File: src/design/sebfr_pkg.sv
// Package for the STX/ETX frame receiver with XOR block check.
// Holds frame codes, register reset values, register indexes and shared types.
// No dependencies.
`timescale 1ns / 1ps

package sebfr_pkg;

    localparam logic [7:0] STX_CODE    = 8'h02;
    localparam logic [7:0] ETX_CODE    = 8'h03;
    localparam logic [7:0] RESET_DATA  = 8'hFF;
    localparam logic [7:0] GAP_MAX     = 8'hFF;
    localparam logic [7:0] LENGTH_MAX  = 8'hFF;
    localparam int         FRAME_SLOTS = 7;

    localparam logic [7:0] STATION_ID_RESET   = 8'd1;
    localparam logic [7:0] BROADCAST_ID_RESET = 8'd33;
    localparam logic [7:0] GAP_LIMIT_RESET    = 8'd3;
    localparam int         MAX_COUNT_DEFAULT  = 255;

    localparam logic REQ_BYTE = 1'b0;
    localparam logic REQ_TICK = 1'b1;

    typedef enum logic [1:0] {
        CFG_STATION_ID   = 2'd0,
        CFG_BROADCAST_ID = 2'd1,
        CFG_GAP_LIMIT    = 2'd2
    } cfg_reg_t;

    typedef logic [FRAME_SLOTS-1:0][7:0] frame_bytes_t;

    typedef struct packed {
        logic [7:0] station_id;
        logic [7:0] broadcast_id;
        logic [7:0] gap_limit;
    } cfg_regs_t;

    typedef struct packed {
        logic       frame_accepted;
        logic       framing_ok;
        logic       address_matched;
        logic       check_matched;
        logic       reset_request;
        logic [7:0] frame_length;
    } judge_result_t;

endpackage

File: src/design/stx_etx_bcc_frame_receiver.sv
// Top level of the STX/ETX frame receiver with XOR block check.
// Holds the configuration registers and the result register.
// Depends on sebfr_pkg, sebfr_frame_store and sebfr_judge.
`timescale 1ns / 1ps

// Usage:
// The s_ channel carries one item per handshake: s_tuser says whether it is a
// received byte (0) or a time tick (1), s_tdata[7:0] holds the byte.
// Bytes are dropped until STX; then every byte is counted and the first seven
// are stored. Ticks raise the idle-gap counter; the tick on which the gap
// reaches gap_limit while a frame is pending judges the frame and emits one
// result item on the m_ channel. All other items give no result.
// Throughput: one item per cycle while no result is stalled. The result is
// valid in the cycle after the judging tick is accepted; the checks run
// between the frame store and the result register.
// A stalled m_ side holds the result; s_tready then drops until the result
// is taken, and rises again in the same cycle that m_tready takes it.
// Reset (aresetn low at a clock edge) clears the frame store, the counters
// and the result valid flag, and loads the register defaults
// (station_id 1, broadcast_id 33, gap_limit 3).
// Write registers through cfg_wr_en/cfg_addr/cfg_wr_data while idle only.

module stx_etx_bcc_frame_receiver
    import sebfr_pkg::*;
#(
    parameter int MAX_COUNT = MAX_COUNT_DEFAULT
) (
    input  logic        aclk,
    input  logic        aresetn,
    input  logic        s_tvalid,
    output logic        s_tready,
    input  logic [7:0]  s_tdata,   // [7:0] rx_byte
    input  logic        s_tuser,   // [0] req_type
    output logic        m_tvalid,
    input  logic        m_tready,
    // [0] frame_accepted, [1] framing_ok, [2] address_matched,
    // [3] check_matched, [4] reset_request, [12:5] frame_length, [15:13] zero
    output logic [15:0] m_tdata,
    input  logic        cfg_wr_en,
    input  logic [1:0]  cfg_addr,
    input  logic [7:0]  cfg_wr_data
);

    localparam int CNT_W = $clog2(MAX_COUNT + 1);

    cfg_regs_t        cfg_reg, cfg_next;
    logic             m_valid_reg, m_valid_next;
    judge_result_t    result_reg, result_next;
    judge_result_t    judged;
    frame_bytes_t     frame_bytes;
    logic [CNT_W-1:0] byte_count;
    logic             judge_fire;
    logic             s_accept;

    assign s_tready = !m_valid_reg || m_tready;
    assign s_accept = s_tvalid && s_tready;

    always_comb begin
        cfg_next = cfg_reg;
        if (cfg_wr_en) begin
            case (cfg_addr)
                CFG_STATION_ID:   cfg_next.station_id   = cfg_wr_data;
                CFG_BROADCAST_ID: cfg_next.broadcast_id = cfg_wr_data;
                CFG_GAP_LIMIT:    cfg_next.gap_limit    = cfg_wr_data;
                default:          cfg_next = cfg_reg;
            endcase
        end
    end

    sebfr_frame_store #(
        .MAX_COUNT(MAX_COUNT)
    ) u_store (
        .aclk       (aclk),
        .aresetn    (aresetn),
        .item_valid (s_accept),
        .item_kind  (s_tuser),
        .item_byte  (s_tdata),
        .gap_limit  (cfg_reg.gap_limit),
        .frame_bytes(frame_bytes),
        .byte_count (byte_count),
        .judge_fire (judge_fire)
    );

    sebfr_judge #(
        .MAX_COUNT(MAX_COUNT)
    ) u_judge (
        .frame_bytes(frame_bytes),
        .byte_count (byte_count),
        .cfg        (cfg_reg),
        .result     (judged)
    );

    always_comb begin
        m_valid_next = m_valid_reg;
        result_next  = result_reg;
        if (judge_fire) begin
            m_valid_next = 1'b1;
            result_next  = judged;
        end else if (m_tready) begin
            m_valid_next = 1'b0;
        end
    end

    always_ff @(posedge aclk) begin
        if (!aresetn) begin
            cfg_reg.station_id   <= STATION_ID_RESET;
            cfg_reg.broadcast_id <= BROADCAST_ID_RESET;
            cfg_reg.gap_limit    <= GAP_LIMIT_RESET;
            m_valid_reg          <= 1'b0;
        end else begin
            cfg_reg     <= cfg_next;
            m_valid_reg <= m_valid_next;
        end
    end

    always_ff @(posedge aclk) begin
        result_reg <= result_next;
    end

    assign m_tvalid = m_valid_reg;
    assign m_tdata  = {3'b000, result_reg.frame_length, result_reg.reset_request,
                       result_reg.check_matched, result_reg.address_matched,
                       result_reg.framing_ok, result_reg.frame_accepted};

    a_fire_gives_result: assert property (@(posedge aclk) disable iff (!aresetn)
        judge_fire |=> m_tvalid)
        else $error("judged frame gave no result item");

    a_stall_blocks_input: assert property (@(posedge aclk) disable iff (!aresetn)
        (m_tvalid && !m_tready) |-> !s_tready)
        else $error("input taken while result is stalled");

    a_fire_clears_count: assert property (@(posedge aclk) disable iff (!aresetn)
        judge_fire |=> (byte_count == '0))
        else $error("frame store not cleared after judging");

    a_accept_consistent: assert property (@(posedge aclk) disable iff (!aresetn)
        m_tvalid |-> (!m_tdata[0] || (m_tdata[1] && m_tdata[2] && m_tdata[3])))
        else $error("frame accepted without all checks passing");

    a_reset_needs_accept: assert property (@(posedge aclk) disable iff (!aresetn)
        m_tvalid |-> (!m_tdata[4] || m_tdata[0]))
        else $error("reset request on a rejected frame");

endmodule

File: src/design/sebfr_frame_store.sv
// Frame store: first seven bytes, saturating byte count and idle-gap counter.
// Raises the judge strobe on the tick that closes a frame.
// Depends on sebfr_pkg.
`timescale 1ns / 1ps

module sebfr_frame_store
    import sebfr_pkg::*;
#(
    parameter int MAX_COUNT = MAX_COUNT_DEFAULT,
    localparam int CNT_W = $clog2(MAX_COUNT + 1)
) (
    input  logic             aclk,
    input  logic             aresetn,
    input  logic             item_valid,
    input  logic             item_kind,
    input  logic [7:0]       item_byte,
    input  logic [7:0]       gap_limit,
    output frame_bytes_t     frame_bytes,
    output logic [CNT_W-1:0] byte_count,
    output logic             judge_fire
);

    localparam logic [CNT_W-1:0] COUNT_TOP = CNT_W'(MAX_COUNT);

    frame_bytes_t     bytes_reg, bytes_next;
    logic [CNT_W-1:0] count_reg, count_next;
    logic [7:0]       gap_reg, gap_next;
    logic [7:0]       gap_inc;

    assign gap_inc    = (gap_reg == GAP_MAX) ? gap_reg : gap_reg + 8'd1;
    assign judge_fire = item_valid && (item_kind == REQ_TICK) &&
                        (count_reg != '0) && (gap_inc >= gap_limit);

    always_comb begin
        bytes_next = bytes_reg;
        count_next = count_reg;
        gap_next   = gap_reg;
        if (item_valid) begin
            if (item_kind == REQ_BYTE) begin
                gap_next = '0;
                if (count_reg == '0) begin
                    if (item_byte == STX_CODE) begin
                        bytes_next[0] = item_byte;
                        count_next    = CNT_W'(1);
                    end
                end else begin
                    for (int i = 1; i < FRAME_SLOTS; i++) begin
                        if (count_reg == CNT_W'(i)) begin
                            bytes_next[i] = item_byte;
                        end
                    end
                    if (count_reg < COUNT_TOP) begin
                        count_next = count_reg + CNT_W'(1);
                    end
                end
            end else begin
                gap_next = gap_inc;
                if (judge_fire) begin
                    gap_next   = '0;
                    count_next = '0;
                    bytes_next = '0;
                end
            end
        end
    end

    always_ff @(posedge aclk) begin
        if (!aresetn) begin
            bytes_reg <= '0;
            count_reg <= '0;
            gap_reg   <= '0;
        end else begin
            bytes_reg <= bytes_next;
            count_reg <= count_next;
            gap_reg   <= gap_next;
        end
    end

    assign frame_bytes = bytes_reg;
    assign byte_count  = count_reg;

endmodule

File: src/design/sebfr_judge.sv
// Frame judge: framing, address, XOR block check and reset-command decode.
// Pure combinational checks on the stored frame.
// Depends on sebfr_pkg.
`timescale 1ns / 1ps

module sebfr_judge
    import sebfr_pkg::*;
#(
    parameter int MAX_COUNT = MAX_COUNT_DEFAULT,
    localparam int CNT_W = $clog2(MAX_COUNT + 1)
) (
    input  frame_bytes_t     frame_bytes,
    input  logic [CNT_W-1:0] byte_count,
    input  cfg_regs_t        cfg,
    output judge_result_t    result
);

    logic [7:0]         chk;
    logic [CNT_W+7:0]   count_ext;
    logic               framing, addr, check, accept;

    always_comb begin
        chk = '0;
        for (int i = 0; i < FRAME_SLOTS - 1; i++) begin
            chk = chk ^ frame_bytes[i];
        end
    end

    assign count_ext = {8'd0, byte_count};
    assign framing   = (frame_bytes[0] == STX_CODE) && (frame_bytes[5] == ETX_CODE);
    assign addr      = (frame_bytes[1] == cfg.station_id) ||
                       (frame_bytes[1] == cfg.broadcast_id);
    assign check     = (chk == frame_bytes[6]);
    assign accept    = framing && addr && check;

    always_comb begin
        result.frame_accepted  = accept;
        result.framing_ok      = framing;
        result.address_matched = addr;
        result.check_matched   = check;
        result.reset_request   = accept && (frame_bytes[2] == RESET_DATA) &&
                                 (frame_bytes[3] == RESET_DATA) &&
                                 (frame_bytes[4] == RESET_DATA);
        result.frame_length    = (count_ext > {{CNT_W{1'b0}}, LENGTH_MAX}) ?
                                 LENGTH_MAX : count_ext[7:0];
    end

endmodule
File: config.mk
export PLATFORM = sky130hd
export DESIGN_NAME = stx_etx_bcc_frame_receiver
export DESIGN_NICKNAME = d
export VERILOG_FILES = /design/src/design/sebfr_pkg.sv /design/src/design/stx_etx_bcc_frame_receiver.sv /design/src/design/sebfr_frame_store.sv /design/src/design/sebfr_judge.sv
export SDC_FILE = /design/constraint.sdc
export NUM_CORES = 1
export LEC_CHECK = 0
export BUFFER_PORTS_ARGS = -buffer_cell sky130_fd_sc_hd__buf_2
export CELL_PAD_IN_SITES_DETAIL_PLACEMENT = 1
export CELL_PAD_IN_SITES_GLOBAL_PLACEMENT = 1
export CORE_UTILIZATION = 47
export CTS_CLUSTER_SIZE = 40
export DETAILED_ROUTE_END_ITERATION = 10
export PLACE_DENSITY_LB_ADDON = 0.1
export RECOVER_POWER = 50
export SKIP_LAST_GASP = 1
export SLEW_MARGIN = 25
export SYNTH_ARGS = -nofsm -noshare
export SYNTH_HDL_FRONTEND = slang
export SYNTH_SLANG_ARGS = --single-unit
File: constraint.sdc
create_clock -name aclk -period 4.5 [get_ports aclk]
set_input_delay 1.35 -clock aclk [delete_from_list [all_inputs] [get_ports aclk]]
set_output_delay 1.35 -clock aclk [all_outputs]
set_load 0.01 [all_outputs]
* Word-level counts from Yosys, hierarchy flattened
Index checks and enable logic that the tools add are counted.
Cells by class: magnitude comparators 3, eq/ne operators 21, div/mod/pow operators 0, shift-type cells 0, muxes and demuxes 21, reductions and logical operators 37, add/subtract/negate cells 2, bitwise gates (word level) 5, $mul 0
Operator list (count):
- 8-bit 2-to-1 mux | 16
- 56-bit 2-to-1 mux | 2
- 48-bit 2-to-1 mux | 1
- 8-bit by 2-bit equality test with 1-bit output, second input constant | 5
- 8-bit bitwise XOR | 5
- 8-bit equality test, second input constant | 4
- 4-bit AND reduction | 8
- 8-bit by 3-bit equality test with 1-bit output, second input constant | 3
- 8-bit equality test | 3
- 2-bit nonzero test | 9
- 8-bit by 1-bit adder with 8-bit output, second input constant | 2
- 1-bit logical AND | 10
- 8-bit by 1-bit equality test with 1-bit output, second input constant | 1
- 8-bit greater-or-equal comparator | 1
- 8-bit > comparator, second input constant | 1
- 8-bit logical NOT | 1
- 8-bit less-than comparator, second input constant | 1
- 8-bit nonzero test | 1
- 2-bit AND reduction | 3
- 3-bit != test, second input constant | 1
- 3-bit nonzero test | 1
- 2-bit by 1-bit equality test with 1-bit output, second input constant | 1
- 2-bit equality test, second input constant | 1
- 2-bit logical NOT | 1
- other kinds (5) | 7
Word-level totals: memories kept 0, input bits 24, RAM bits 0, ROM bits 0, word-level logic and storage cells 108, bits in registers 110, output and inout bits 18, latch bits 0

* Depth between registers and ports, before layout
depth after elaboration 10, mapped depth 12, mapped depth without buffers 11

* Hierarchy
From an unflattened synthesis, not the netlist that was laid out.
Second synthesis, totals: cell total of the unflattened synthesis 696, area total of the unflattened synthesis 6197.2 um^2
By module, submodules not included:
- sebfr_frame_store | area an instance 3923.8 um^2, instances 1, cells each 498, sequential area each 1441.4 um^2
- stx_etx_bcc_frame_receiver | area an instance 1390.1 um^2, instances 1, cells each 114, sequential area each 890.9 um^2
- sebfr_judge | area an instance 883.3 um^2, instances 1, cells each 84, sequential area each 0.0 um^2

* Worst setup path after synthesis
No wires, ideal clock.
path kind flip-flop to flip-flop, start register u_store.gap_reg[0], end register result_reg (netlist bit m_tdata[0]) (enable), path buffers 1, setup slack 1.269 ns, setup time 0.382 ns, arrival time 2.848 ns, stages on the path, launching flop included 10, period minus slack after synthesis 3.231 ns, data required time 4.118 ns, path through dfxtp_1 > ha_1 > nand3_1 > nor2_1 > mux2_2 > ha_1 > a2111oi_2 > o32a_1 > clkbuf_1 > nor2_1
Between the ends: longest elaborated chain between the ends 4, elaborated cells on any way between the ends 5, those cells by class 1 x add/sub; 1 x order compare; 1 x eq/ne; 1 x mux; 1 x reduce/logical
Ends and longest elaborated chain:
- from (decl) | line sebfr_frame_store.sv:27 | logic [7:0] gap_reg, gap_next;
- from (signal assigned) | line sebfr_frame_store.sv:75 | gap_reg <= gap_next;
- 8-bit by 1-bit adder with 8-bit output or 8-bit equality test (tied branches) | line sebfr_frame_store.sv:30 | assign gap_inc = (gap_reg == GAP_MAX) ? gap_reg : gap_reg + 8'd1;
- 8-bit 2-to-1 mux * | line sebfr_frame_store.sv:30
- 8-bit greater-or-equal comparator * | line sebfr_frame_store.sv:32 | (count_reg != '0) && (gap_inc >= gap_limit);
- 1-bit logical AND * | line sebfr_frame_store.sv:32
- net judge_fire | line stx_etx_bcc_frame_receiver.sv:52 | logic judge_fire;
- to (signal assigned) | line stx_etx_bcc_frame_receiver.sv:117 | result_reg <= result_next;
- to (decl) | line stx_etx_bcc_frame_receiver.sv:48 | judge_result_t result_reg, result_next;
The timed path passes the listed nets; every way through them passes the cells marked *. A chain may end at the register's enable or synchronous reset.

* Worst setup path in the final report
start register u_store.gap_reg[0], end register u_store.bytes_reg (netlist bit u_store.frame_bytes[39])
Between the ends: longest elaborated chain between the ends 6, elaborated cells on any way between the ends 7, those cells by class 1 x add/sub; 1 x order compare; 2 x eq/ne; 1 x mux; 2 x reduce/logical
Ends and longest elaborated chain:
- 8-bit by 1-bit adder with 8-bit output or 8-bit equality test (tied branches) | line sebfr_frame_store.sv:30
- 8-bit 2-to-1 mux * | line sebfr_frame_store.sv:30
- 8-bit greater-or-equal comparator * | line sebfr_frame_store.sv:32
- 1-bit logical AND * | line sebfr_frame_store.sv:32
- 2-bit by 1-bit != test with 1-bit output (no line) *
- 4-bit AND reduction (no line) *
- to (signal assigned) | line sebfr_frame_store.sv:73 | bytes_reg <= bytes_next;
- to (decl) | line sebfr_frame_store.sv:25 | frame_bytes_t bytes_reg, bytes_next;
Mark *: on every way between the ends. The rest lies on a longest branch, timed or not.

==> impl_results.md <==
- Post-synthesis mux area share: 0.0498
- Register area share after synthesis: 0.426
- DIE HEIGHT: 110 um
- Post-DP HPWL: 10,800 um
- Crit Path Class: reg -> reg
- # rows: 39
- Met2 Use GR: 0.425
- Status: finished with violations
- Post-CTS Hold Buffers: 0
- Crit path max fanout: 12
- Via count: 4,261
- Vias in the first global route: 4,343
- FF+latch area: 0.00233 mm2
- Peak supply drop: 0.291 mV
- I/O Pins: 42
- Unrepaired setup endpoints after global routing: no
- Share of cells above drive strength 1: 0.0898
- Antenna-violating nets left: 0
- Yosys cell types: 58
- Initial antenna violation count: 0
- Largest family of logic cells by synthesized area: simple AND/OR/NAND/NOR gates
- Core area: 0.0114 mm2
- DRT Pass-1 Iters: 5
- Asr flop ratio synth: 0
- Worst Skew: 0.00869 ns
- End-of-flow core utilization: 0.529
- Multi-input combinational cell area: 0.00297 mm2
- Final min period: 3.88 ns
- CTS tree: done
- Hold Path End: u_store.frame_bytes[49]$_SDFFE_PN0P_
- Synthesis Warnings: 0
- Die Width: 110 um
- Tightest Pin Transition: 1.61 ns
- FF-to-FF Start: u_store.gap_reg[0]$_SDFFE_PN0P_
- Adder-Cell Fraction of Synth Area: 0.0297
- Hold Crit Depth: 2
- Max reg flops: 56
- Commonest non-fill, non-tap cell in the layout: dfxtp_1
- Clk Latency, worst-skew pair: 0.36 ns
- Maximum root-to-sink buffer count: 2
- Mapped Area: 0.00548 mm2
- Resized Gates After CTS: 0
- Simple-gate portion of the synthesized area: 0.193
- Leakage: 2.33 nW
- Reg clk slew, reported paths: 0.07 ns
- Met1 Use GR: 0.332
- Slew Limit Fails: 89
- Synth Area per Inst: 9.87 um2
- GRT busiest layer: met2
- Antenna Diode Count: 0
- GR Util met3: 0.0664
- Worst path arrival time: 4.17 ns
- Post-Synth XOR/XNOR Area: 0.122
- First-pass GRT wire length: 23,100 um
- Crit end category: register
- Worst setup SP type: register
- CTS HTree Levels: 3
- EDFF count, synth: 13
- Gpl congestion: 0.824
- Final period utilization: 0.862
- Main synth FF type: dfxtp_1
- Drt initial violations: 201
- Hold violation count in the final report: 0
- CTS buffer count: 9
- Number of port buffers: 38
- Most frequent cells in the layout: dfxtp_1 (97), nand2_1 (82), o21ai_0 (35)
- Vias per cell: 5.81
- Slew HR: -0.0739
- Synthesized instance count: 555
- CP Data Required Time: 4.79 ns
- R2R depth: 10
- Final Net Count: 622
- Synth-to-layout area growth: 9.89%
- #FFs+latches synth: 110
- FMAX: 0.258 GHz
- Worst min-delay path class: reg -> reg
- Setup-failing EPs final: 0
- Max-cap check violation count: 1
- Clk root buf: clkbuf_16
- GRT overflow: 0
- Initial Util: 0.482
- Failing checks: capacitance limit, slew limit
- Reg2reg end: u_store.frame_bytes[39]$_SDFFE_PN0P_
- P per Cell Area: 310 mW/mm2
- Reg2reg setup slack: 0.62 ns
- GRT Util Overall: 0.261
- Wirelength, routed: 14,800 um
- CTS sink count: 110
- Filler instances: 1,304
- Die area: 0.0121 mm2
- Hold_sp: u_store.frame_bytes[49]$_SDFFE_PN0P_
- Remaining DRCs: 0
- Post CTS Setup Buffer Count: 0
- Post-synthesis compound-gate area fraction: 0.148
- Post-route setup TNS: 0 ns
- Mean routed wirelength per cell: 20.2 um
- Largest net degree at the start of global routing: 89
-- report_power, final --
part           total [mW]  internal (mW)  switching, mW
Sequential           1.00          0.997        0.00595
Clock               0.759          0.378          0.381
Combinational       0.107         0.0380         0.0688
Total                1.87           1.41          0.456
-- per-stage QoR --
step	instances	area, um2	hold slack, ns	power (mW)	worst slack, ns
after floorplan	557	5490	0.444	1.09	1.27
after global placement	717	5770	0.462	1.13	1.08
after detailed placement	717	5770	0.470	1.13	0.907
after CTS	733	6050	0.480	1.89	0.873
after global routing	733	6020	0.496	1.94	0.334
final	733	6020	0.476	1.87	0.620
-- routing by layer --
layer,part of all wire,up-vias
met5,0,-
met4,0.018,0
met3,0.059,19
met2,0.48,105
met1,0.44,2074
li1,-,2063
-- worst max-delay path by stage --
stage / to / startpoint
4_1_cts: m_tdata[9]$_DFFE_PP_ / u_store.gap_reg[0]$_SDFFE_PN0P_
3_5_place_dp: m_tdata[9]$_DFFE_PP_ / u_store.gap_reg[0]$_SDFFE_PN0P_
2_1_floorplan: m_tdata[0]$_DFFE_PP_ / u_store.gap_reg[0]$_SDFFE_PN0P_
5_1_grt: u_store.frame_bytes[39]$_SDFFE_PN0P_ / u_store.gap_reg[0]$_SDFFE_PN0P_
6_report: u_store.frame_bytes[39]$_SDFFE_PN0P_ / u_store.gap_reg[0]$_SDFFE_PN0P_
3_3_place_gp: m_tdata[10]$_DFFE_PP_ / u_store.gap_reg[0]$_SDFFE_PN0P_
-- cells in the mapped netlist (all sizes together) (3+ instances only) --
cell type | instances | area, um2
a22o | 3 | 26.3
xnor3 | 16 | 360
nand2b | 3 | 18.8
buf | 11 | 62.6
a21oi | 11 | 55.1
o21a | 3 | 22.5
a21boi | 9 | 67.6
xor2 | 11 | 96.3
xnor2 | 24 | 210
o211a | 3 | 30.0
o2111ai | 3 | 26.3
and2 | 9 | 56.3
mux2i | 25 | 250
or4 | 3 | 26.3
nor2b | 22 | 138
nand3 | 9 | 45.0
clkbuf | 15 | 56.3
nor3b | 3 | 22.5
o21ai | 35 | 175
nand2 | 82 | 308
nand4 | 17 | 106
ha | 13 | 163
edfxtp | 13 | 390
nor4 | 8 | 77.6
o31ai | 4 | 30.0
inv | 15 | 56.3
o211ai | 17 | 133
a32o | 16 | 160
and3 | 5 | 31.3
nor3 | 4 | 20.0
nor2 | 21 | 86.3
dfxtp | 97 | 1940
-- layout make-up --
cell class / instances / share of cell area
Timing Repair Buffer: 43 / 0.0343
Inverter: 15 / 0.00935
Clock buffer: 9 / 0.0374
Clock inverter: 7 / 0.00811
Sequential cell: 110 / 0.387
Multi-Input combinational cell: 406 / 0.494
Tap cell: 143 / 0.0297
-- critical path: stages (launching register included) --
cell,delay [ns]
dfxtp_1,0.43
ha_1,0.23
nand3_1,0.10
nor2_1,0.36
mux2_1,0.39
ha_1,0.27
a2111oi_0,0.67
o32a_1,0.59
buf_4,0.28
a21o_1,0.29
a32o_1,0.21
-- kinds of logic after synthesis --
family,after synthesis
compound gates,113
xor+xnor,51
fa+ha+maj,13
buf+inv,41
flops,110
mux,27
other cells,1
simple gates,199
(Power assumes the default switching activity.)
